File: src/hdl/ipol_pkg.sv
// ----------------------------------------------------------------------------
// ipol_pkg
// Shared types and constants of the IP payload offset locator.
// ----------------------------------------------------------------------------
package ipol_pkg;

   typedef enum logic [2:0] {
      PH_OUTER_IHL   = 3'd0,
      PH_OUTER_PROTO = 3'd1,
      PH_INNER_IHL   = 3'd2,
      PH_INNER_PROTO = 3'd3,
      PH_TCP_OFF     = 3'd4,
      PH_DONE        = 3'd5
   } phase_type;

   localparam logic [2:0] ST_OK          = 3'd0;
   localparam logic [2:0] ST_BAD_OUT_IHL = 3'd1;
   localparam logic [2:0] ST_BAD_IN_IHL  = 3'd2;
   localparam logic [2:0] ST_BAD_TCP_OFF = 3'd3;
   localparam logic [2:0] ST_BAD_OUT_PRO = 3'd4;
   localparam logic [2:0] ST_BAD_IN_PRO  = 3'd5;
   localparam logic [2:0] ST_TRUNCATED   = 3'd6;

   localparam logic [7:0] PROTO_TCP  = 8'h06;
   localparam logic [7:0] PROTO_UDP  = 8'h11;
   localparam logic [7:0] PROTO_IPIP = 8'h04;

   localparam logic [5:0] MIN_HDR_BYTES = 6'd20;
   localparam logic [7:0] UDP_HDR_BYTES = 8'd8;
   localparam logic [7:0] IP_PROTO_POS  = 8'd9;
   localparam logic [7:0] TCP_OFF_POS   = 8'd12;
   localparam logic [7:0] POS_MAX       = 8'd255;

   typedef struct packed {
      logic       valid;
      logic [2:0] status;
      logic [7:0] payload_offset;
      logic       transport_is_udp;
      logic       tunneled;
   } result_type;

endpackage

File: src/hdl/ipol_parse.sv
// ----------------------------------------------------------------------------
// ipol_parse
// Header walk state and the per-byte parse step.
// ----------------------------------------------------------------------------
module ipol_parse #(
   parameter int ETH_HEADER_BYTES = 14
) (
   input  logic                  clock,
   input  logic                  reset,
   input  logic                  step_en,
   input  logic [7:0]            data_byte,
   input  logic                  last_byte,
   output ipol_pkg::result_type  result
);

   localparam logic [7:0] ETH_POS = 8'(ETH_HEADER_BYTES);

   logic [7:0]          pos_ff, pos_in;
   logic [5:0]          outer_hdr_ff, outer_hdr_in;
   logic [5:0]          inner_hdr_ff, inner_hdr_in;
   logic [7:0]          tstart_ff, tstart_in;
   ipol_pkg::phase_type phase_ff, phase_in;
   logic                given_ff, given_in;
   logic                tunnel_ff, tunnel_in;

   logic [5:0] ip_hdr;
   logic [5:0] tcp_hdr;
   logic [7:0] outer_start;
   logic [7:0] inner_start;

   assign ip_hdr      = {data_byte[3:0], 2'b00};
   assign tcp_hdr     = {data_byte[7:4], 2'b00};
   assign outer_start = ETH_POS + {2'b00, outer_hdr_ff};
   assign inner_start = tstart_ff + {2'b00, inner_hdr_ff};

   always_comb begin
      pos_in       = pos_ff;
      outer_hdr_in = outer_hdr_ff;
      inner_hdr_in = inner_hdr_ff;
      tstart_in    = tstart_ff;
      phase_in     = phase_ff;
      given_in     = given_ff;
      tunnel_in    = tunnel_ff;
      result       = '0;

      if (!given_ff) begin
         unique case (phase_ff)
            ipol_pkg::PH_OUTER_IHL: begin
               if (pos_ff == ETH_POS) begin
                  outer_hdr_in = ip_hdr;
                  if (ip_hdr < ipol_pkg::MIN_HDR_BYTES) begin
                     result.valid  = 1'b1;
                     result.status = ipol_pkg::ST_BAD_OUT_IHL;
                  end else begin
                     phase_in = ipol_pkg::PH_OUTER_PROTO;
                  end
               end
            end
            ipol_pkg::PH_OUTER_PROTO: begin
               if (pos_ff == ETH_POS + ipol_pkg::IP_PROTO_POS) begin
                  if (data_byte == ipol_pkg::PROTO_TCP) begin
                     tstart_in = outer_start;
                     phase_in  = ipol_pkg::PH_TCP_OFF;
                  end else if (data_byte == ipol_pkg::PROTO_UDP) begin
                     result.valid            = 1'b1;
                     result.status           = ipol_pkg::ST_OK;
                     result.payload_offset   = outer_start + ipol_pkg::UDP_HDR_BYTES;
                     result.transport_is_udp = 1'b1;
                  end else if (data_byte == ipol_pkg::PROTO_IPIP) begin
                     tunnel_in = 1'b1;
                     tstart_in = outer_start;
                     phase_in  = ipol_pkg::PH_INNER_IHL;
                  end else begin
                     result.valid  = 1'b1;
                     result.status = ipol_pkg::ST_BAD_OUT_PRO;
                  end
               end
            end
            ipol_pkg::PH_INNER_IHL: begin
               if (pos_ff == tstart_ff) begin
                  inner_hdr_in = ip_hdr;
                  if (ip_hdr < ipol_pkg::MIN_HDR_BYTES) begin
                     result.valid  = 1'b1;
                     result.status = ipol_pkg::ST_BAD_IN_IHL;
                  end else begin
                     phase_in = ipol_pkg::PH_INNER_PROTO;
                  end
               end
            end
            ipol_pkg::PH_INNER_PROTO: begin
               if (pos_ff == tstart_ff + ipol_pkg::IP_PROTO_POS) begin
                  if (data_byte == ipol_pkg::PROTO_TCP) begin
                     tstart_in = inner_start;
                     phase_in  = ipol_pkg::PH_TCP_OFF;
                  end else if (data_byte == ipol_pkg::PROTO_UDP) begin
                     result.valid            = 1'b1;
                     result.status           = ipol_pkg::ST_OK;
                     result.payload_offset   = inner_start + ipol_pkg::UDP_HDR_BYTES;
                     result.transport_is_udp = 1'b1;
                  end else begin
                     result.valid  = 1'b1;
                     result.status = ipol_pkg::ST_BAD_IN_PRO;
                  end
               end
            end
            ipol_pkg::PH_TCP_OFF: begin
               if (pos_ff == tstart_ff + ipol_pkg::TCP_OFF_POS) begin
                  result.valid = 1'b1;
                  if (tcp_hdr < ipol_pkg::MIN_HDR_BYTES) begin
                     result.status = ipol_pkg::ST_BAD_TCP_OFF;
                  end else begin
                     result.status         = ipol_pkg::ST_OK;
                     result.payload_offset = tstart_ff + {2'b00, tcp_hdr};
                  end
               end
            end
            default: begin
            end
         endcase
      end

      // short frame
      if (last_byte && !result.valid && !given_ff) begin
         result.valid  = 1'b1;
         result.status = ipol_pkg::ST_TRUNCATED;
      end

      if (result.valid) begin
         given_in = 1'b1;
         phase_in = ipol_pkg::PH_DONE;
      end
      result.tunneled = tunnel_in;

      // end of frame
      if (last_byte) begin
         pos_in       = '0;
         outer_hdr_in = '0;
         inner_hdr_in = '0;
         tstart_in    = '0;
         phase_in     = ipol_pkg::PH_OUTER_IHL;
         given_in     = 1'b0;
         tunnel_in    = 1'b0;
      end else if (pos_ff != ipol_pkg::POS_MAX) begin
         pos_in = pos_ff + 8'd1;
      end
   end

   always_ff @(posedge clock) begin
      if (reset) begin
         pos_ff       <= '0;
         outer_hdr_ff <= '0;
         inner_hdr_ff <= '0;
         tstart_ff    <= '0;
         phase_ff     <= ipol_pkg::PH_OUTER_IHL;
         given_ff     <= 1'b0;
         tunnel_ff    <= 1'b0;
      end else if (step_en) begin
         pos_ff       <= pos_in;
         outer_hdr_ff <= outer_hdr_in;
         inner_hdr_ff <= inner_hdr_in;
         tstart_ff    <= tstart_in;
         phase_ff     <= phase_in;
         given_ff     <= given_in;
         tunnel_ff    <= tunnel_in;
      end
   end

   a_given_done : assert property (@(posedge clock) disable iff (reset)
      given_ff |-> phase_ff == ipol_pkg::PH_DONE)
      else $error("result given but walk not done");

   a_one_result : assert property (@(posedge clock) disable iff (reset)
      result.valid |-> !given_ff)
      else $error("second result in one frame");

   a_frame_restart : assert property (@(posedge clock) disable iff (reset)
      step_en && last_byte |=> pos_ff == '0 && !given_ff && !tunnel_ff)
      else $error("state not cleared at end of frame");

   a_error_fields : assert property (@(posedge clock) disable iff (reset)
      result.valid && result.status != ipol_pkg::ST_OK
         |-> result.payload_offset == '0 && !result.transport_is_udp)
      else $error("error result carries an offset");

endmodule

File: src/hdl/ip_payload_offset_locator_top.sv
// ----------------------------------------------------------------------------
// ip_payload_offset_locator_top
// Finds the payload offset of an IPv4 TCP/UDP frame, IP-in-IP aware.
// ----------------------------------------------------------------------------
// Frame bytes enter one per cycle, starting at the destination MAC. Each
// transaction sits in the input register while the parse step runs; a result
// is registered in the output register as its byte is taken from the input
// register. At most one result per frame, at the byte that settles the payload
// offset or an error, or at the last byte if the frame ends early. Input is
// stalled only while the output register holds a result that is stalled.
module ip_payload_offset_locator_top #(
   parameter int ETH_HEADER_BYTES = 14
) (
   input  logic       clock,
   input  logic       reset,
   input  logic       req_valid,
   output logic       req_stall,
   input  logic [7:0] req_data_byte,
   input  logic       req_last_byte,
   output logic       rsp_valid,
   input  logic       rsp_stall,
   output logic [2:0] rsp_status,
   output logic [7:0] rsp_payload_offset,
   output logic       rsp_transport_is_udp,
   output logic       rsp_tunneled
);

   logic       in_valid_ff, in_valid_in;
   logic [7:0] in_data_ff;
   logic       in_last_ff;
   logic       rsp_valid_ff, rsp_valid_in;
   ipol_pkg::result_type rsp_ff;
   ipol_pkg::result_type step_result;
   logic       out_free;
   logic       advance;

   assign out_free  = !rsp_valid_ff || !rsp_stall;
   assign advance   = in_valid_ff && out_free;
   assign req_stall = in_valid_ff && !out_free;

   assign in_valid_in  = req_stall ? in_valid_ff : req_valid;
   assign rsp_valid_in = (rsp_valid_ff && rsp_stall) || (advance && step_result.valid);

   ipol_parse #(
      .ETH_HEADER_BYTES(ETH_HEADER_BYTES)
   ) u_parse (
      .clock    (clock),
      .reset    (reset),
      .step_en  (advance),
      .data_byte(in_data_ff),
      .last_byte(in_last_ff),
      .result   (step_result)
   );

   always_ff @(posedge clock) begin
      if (reset) begin
         in_valid_ff  <= 1'b0;
         rsp_valid_ff <= 1'b0;
      end else begin
         in_valid_ff  <= in_valid_in;
         rsp_valid_ff <= rsp_valid_in;
      end
   end

   always_ff @(posedge clock) begin
      if (!req_stall) begin
         in_data_ff <= req_data_byte;
         in_last_ff <= req_last_byte;
      end
      if (advance && step_result.valid) begin
         rsp_ff <= step_result;
      end
   end

   assign rsp_valid            = rsp_valid_ff;
   assign rsp_status           = rsp_ff.status;
   assign rsp_payload_offset   = rsp_ff.payload_offset;
   assign rsp_transport_is_udp = rsp_ff.transport_is_udp;
   assign rsp_tunneled         = rsp_ff.tunneled;

   a_no_overwrite : assert property (@(posedge clock) disable iff (reset)
      rsp_valid_ff && rsp_stall |-> !advance)
      else $error("held transaction would be overwritten");

   a_stall_only_when_full : assert property (@(posedge clock) disable iff (reset)
      req_stall |-> rsp_valid_ff && in_valid_ff)
      else $error("input stalled with free output");

   a_result_from_step : assert property (@(posedge clock) disable iff (reset)
      $rose(rsp_valid_ff) |-> $past(advance && step_result.valid))
      else $error("result without a parse step");

endmodule
File: config.mk
export PLATFORM = sky130hd
export DESIGN_NAME = ip_payload_offset_locator_top
export DESIGN_NICKNAME = d
export VERILOG_FILES = /design/src/hdl/ipol_pkg.sv /design/src/hdl/ipol_parse.sv /design/src/hdl/ip_payload_offset_locator_top.sv
export SDC_FILE = /design/constraint.sdc
export NUM_CORES = 1
export LEC_CHECK = 0
export BUFFER_PORTS_ARGS = -buffer_cell sky130_fd_sc_hd__clkbuf_2
export CORE_ASPECT_RATIO = 1.1
export CORE_MARGIN = 3
export CORE_UTILIZATION = 50
export CTS_BUF_LIST = sky130_fd_sc_hd__clkbuf_8 sky130_fd_sc_hd__clkbuf_16
export DETAILED_ROUTE_END_ITERATION = 6
export PLACE_DENSITY = 0.69
export REMOVE_ABC_BUFFERS = 1
export SLEW_MARGIN = 0
export SYNTH_ARGS = -nofsm -noshare
export SYNTH_HDL_FRONTEND = slang
export SYNTH_SLANG_ARGS = --single-unit
export TNS_END_PERCENT = 50
File: constraint.sdc
create_clock -name clock -period 3.3 [get_ports clock]
set_input_delay 0.165 -clock clock [delete_from_list [all_inputs] [get_ports clock]]
set_output_delay 0.165 -clock clock [all_outputs]
set_load 0.02 [all_outputs]
==> results.md <==
* Outcome: finished, final reports clean
* Slew margin rel. at 47.86%
* EDFF count, synth at 22
* Clock buffer depth at 2
* Number of non-filler instances in the completed layout at 485
* Worst reg2reg path depth at 10
* Row cnt at 31
* Initial Util at 52.05%
* Final Hold Fails at 0
* Final nets at 431
* Cells after Synth at 382
* Distinct cell type count after synthesis at 66
* Yosys Warn Count at 0
* Placer congestion estimate at between 0.9 and 1
* Pre-CTS setup slack at 404.5 ps
* Max_cap viols at 0
* Maximum fanout along the worst path at 13
* Syn_area_per_cell at 9.037 um^2
* Synth area leaders: edfxtp_1 19%, dfxtp_1 17%, nor2_1 5.8%, ha_1 5.1%, xnor2_1 3.6%
* Final setup TNS at 0 ps
* R2R setup slack at 360 ps
* Ys async rst share at 0%
* WS Path Type: flip-flop to flip-flop
* Area Overhead vs Synth at 7.865%
* Die ar. at 7938 um^2
* Hold wc startpoint: req_last_byte
* Synth Cell Area at 3452 um^2
* Multi-input gate area at 2011 um^2
* Clock skew at 8.549 ps
* Primary FF master, synth: dfxtp_1
* Cts repair resizes at 0
* Clock latency at the later pin of the worst-skew pair at 310 ps
* Clock Tree Root: clkbuf_8
* Setup crit start kind: flip-flop
* DRT Pass-1 Iters at 7
* RR Endpoint: rsp_payload_offset[0]$_SDFFCE_PP0P_
* Cell taking the most area after synthesis: edfxtp_1
* Slew Limit Fails at 0
* Chip Width at between 80 and 90 um
* First-pass GRT wire length at 14.20 mm
* # fillers at 634
* Inst Count DP at 477
* Leakage at 1.424 nW
* Port Buf Inserts at 27
* Num ports at 28
* PwrDens at 318.0 nW/um^2
* CTS buffer count at 5
* Via total after detailed routing at 2,909
* Worst Setup End Kind: flip-flop
* Clock slew at reported path FFs at approximately 100 ps
* Worst hold slack at 20.99 ps
* Vias in the first global route at 2,829
* Final HPWL DP at ~6.5 mm
* Tmin final at 2940 ps
* Setup repair bufs after CTS at 0
* Avg WL per Cell at 17.72 um
* RSZ-0062 raised after global routing: false
* Total Power at 1.184 mW
* DR iter-0 viols at 234
* CP startpoint: u_parse.tstart_ff[2]$_SDFFE_PP0P_
* FF+latch area at 1261 um^2
* Worst EP arrival at 2960 ps
* Via density at 5.998
* Layout cells sized above 1 at 13.90%
* Worst min-delay path category: input pin to flip-flop
* Seq/Total Area, Yosys at 36.53%
* N_diodes at 0
* Final worst-path setup slack at 359.8 ps
* Core area at 6633 um^2
* Tot GR Track Use at 22.40%
* GRT overflow at 0
* Slew @ Worst Pin at 774.9 ps
* Endpoints failing setup at 0
* H-tree depth at 2
* Drc violations at 0
* Antenna violations before repair at 0
* Yosys top cell area share at 19.14%
* Capture point of the worst path: rsp_payload_offset[0]$_SDFFCE_PP0P_
* Final ANT Viol Nets at 0
* Die height at 93.15 um
* Synthesis-stage register bit count at 52
* Maximum clock rate at approximately 340 MHz
* CP required at roughly 3300 ps
* Total Wirelength at 8.594 mm
* Clock sink count at 52
* Maximum vdd ir drop at 187.7 uV
* R2R Path Start: u_parse.tstart_ff[2]$_SDFFE_PP0P_
* Hold-fix buffers at CTS at 0
* CTS tree: yes
* Largest net degree at the start of global routing at 24
* Tcrit/Tclk final at 89.10%
## synth_stat cells (4+ instances only)
library cell,number
nand2_1,22
and4b_1,4
o21ai_0,15
a21oi_1,20
dfxtp_1,30
nand3_1,13
nand2b_1,6
nor2_1,53
mux2i_1,9
buf_2,7
a22oi_1,10
nor2b_1,5
edfxtp_1,22
o21a_1,5
clkbuf_1,10
nor3_1,8
inv_1,20
xnor2_1,14
ha_1,14
a21o_1,8
or3_1,4
xor2_1,10
a211oi_1,4
## worst min path at each step
stage                               endpoint  slack, ps  depth (start not counted)
floorplan           in_valid_ff$_SDFFE_PP0N_        230                          1
global placement     in_data_ff[2]$_DFFE_PN_        340                          1
detailed placement      in_last_ff$_DFFE_PN_        340                          1
CTS                  in_data_ff[1]$_DFFE_PN_         20                          1
global route         in_data_ff[0]$_DFFE_PN_         20                          1
finish                  in_last_ff$_DFFE_PN_         20                          1
## logic make-up (layout without fill, tap and decap cells)
group	count (synthesis)	count (layout)	synth area share, %
simple gates	145	145	22.36
compound gates	91	91	19.43
flops	52	52	36.53
buf+inv	41	62	5.219
xor+xnor	27	27	7.503
fa+ha+maj	16	16	6.234
mux	9	9	2.610
other cells	1	1	0.1086
## power breakdown
| group | switching [mW] | total (mW) | internal (mW) |
|---|---|---|---|
| Combinational | 0.0649 | 0.104 | 0.0393 |
| Sequential | 0.0233 | 0.708 | 0.685 |
| Clock | 0.223 | 0.372 | 0.149 |
| Total | 0.311 | 1.18 | 0.873 |
## critical path, cell delays in order (launching register included)
cell       delay [ps]
dfxtp_1           470
inv_1              80
ha_1              310
xor2_1            140
nand2_1            60
or4_1             520
a2111oi_4         430
o41a_4            260
nor2_1             50
nor2_1             80
buf_4             220
## through the flow
stage	util (%)	instance area, um^2
4_1_cts	56.14	3724
3_3_place_gp	54.84	3637
3_5_place_dp	54.84	3637
6_report	56.14	3724
2_1_floorplan	-	3347
5_1_grt	56.14	3724
## layout by cell type (no fill, tap or decap), types with 9 or more instances in the layout
master | netlist | final
edfxtp_1 | 22 | 22
nor2_1 | 53 | 53
clkbuf_2 | 2 | 27
nand2_1 | 22 | 22
o21ai_0 | 15 | 15
xor2_1 | 10 | 10
ha_1 | 14 | 14
inv_1 | 20 | 21
dfxtp_1 | 30 | 30
a22oi_1 | 10 | 10
nand3_1 | 13 | 13
xnor2_1 | 14 | 14
a21oi_1 | 20 | 20
mux2i_1 | 9 | 9
## sequential cells by signal (all words and copies together), names as in the netlist, 3 cells and up
signal	count
rsp_status	3
rsp_payload_offset	8
u_parse.tstart_ff	7
u_parse.inner_hdr_ff	4
u_parse.pos_ff	8
u_parse.phase_ff	3
in_data_ff	8
u_parse.outer_hdr_ff	4
## metal layers
metal / track usage [%] / vias to the layer above / part of all wire (%)
li1: - / 1418 / -
met1: 30.49 / 1393 / 46
met2: 36.46 / 82 / 48
met3: 3.348 / 16 / 3.9
met4: 7.256 / 0 / 1.9
met5: 0 / - / 0
## layout make-up
type                       instances  share of cell area, %
tap                               82                  2.755
multi-input combinational        289                  54.00
timing repair buffer              34                  5.040
sequential                        52                  33.87
clock buffer                       5                  1.848
inverter                          20                  2.016
clock inverter                     3                 0.4704
Note: power is estimated with default switching activity, not from simulation.
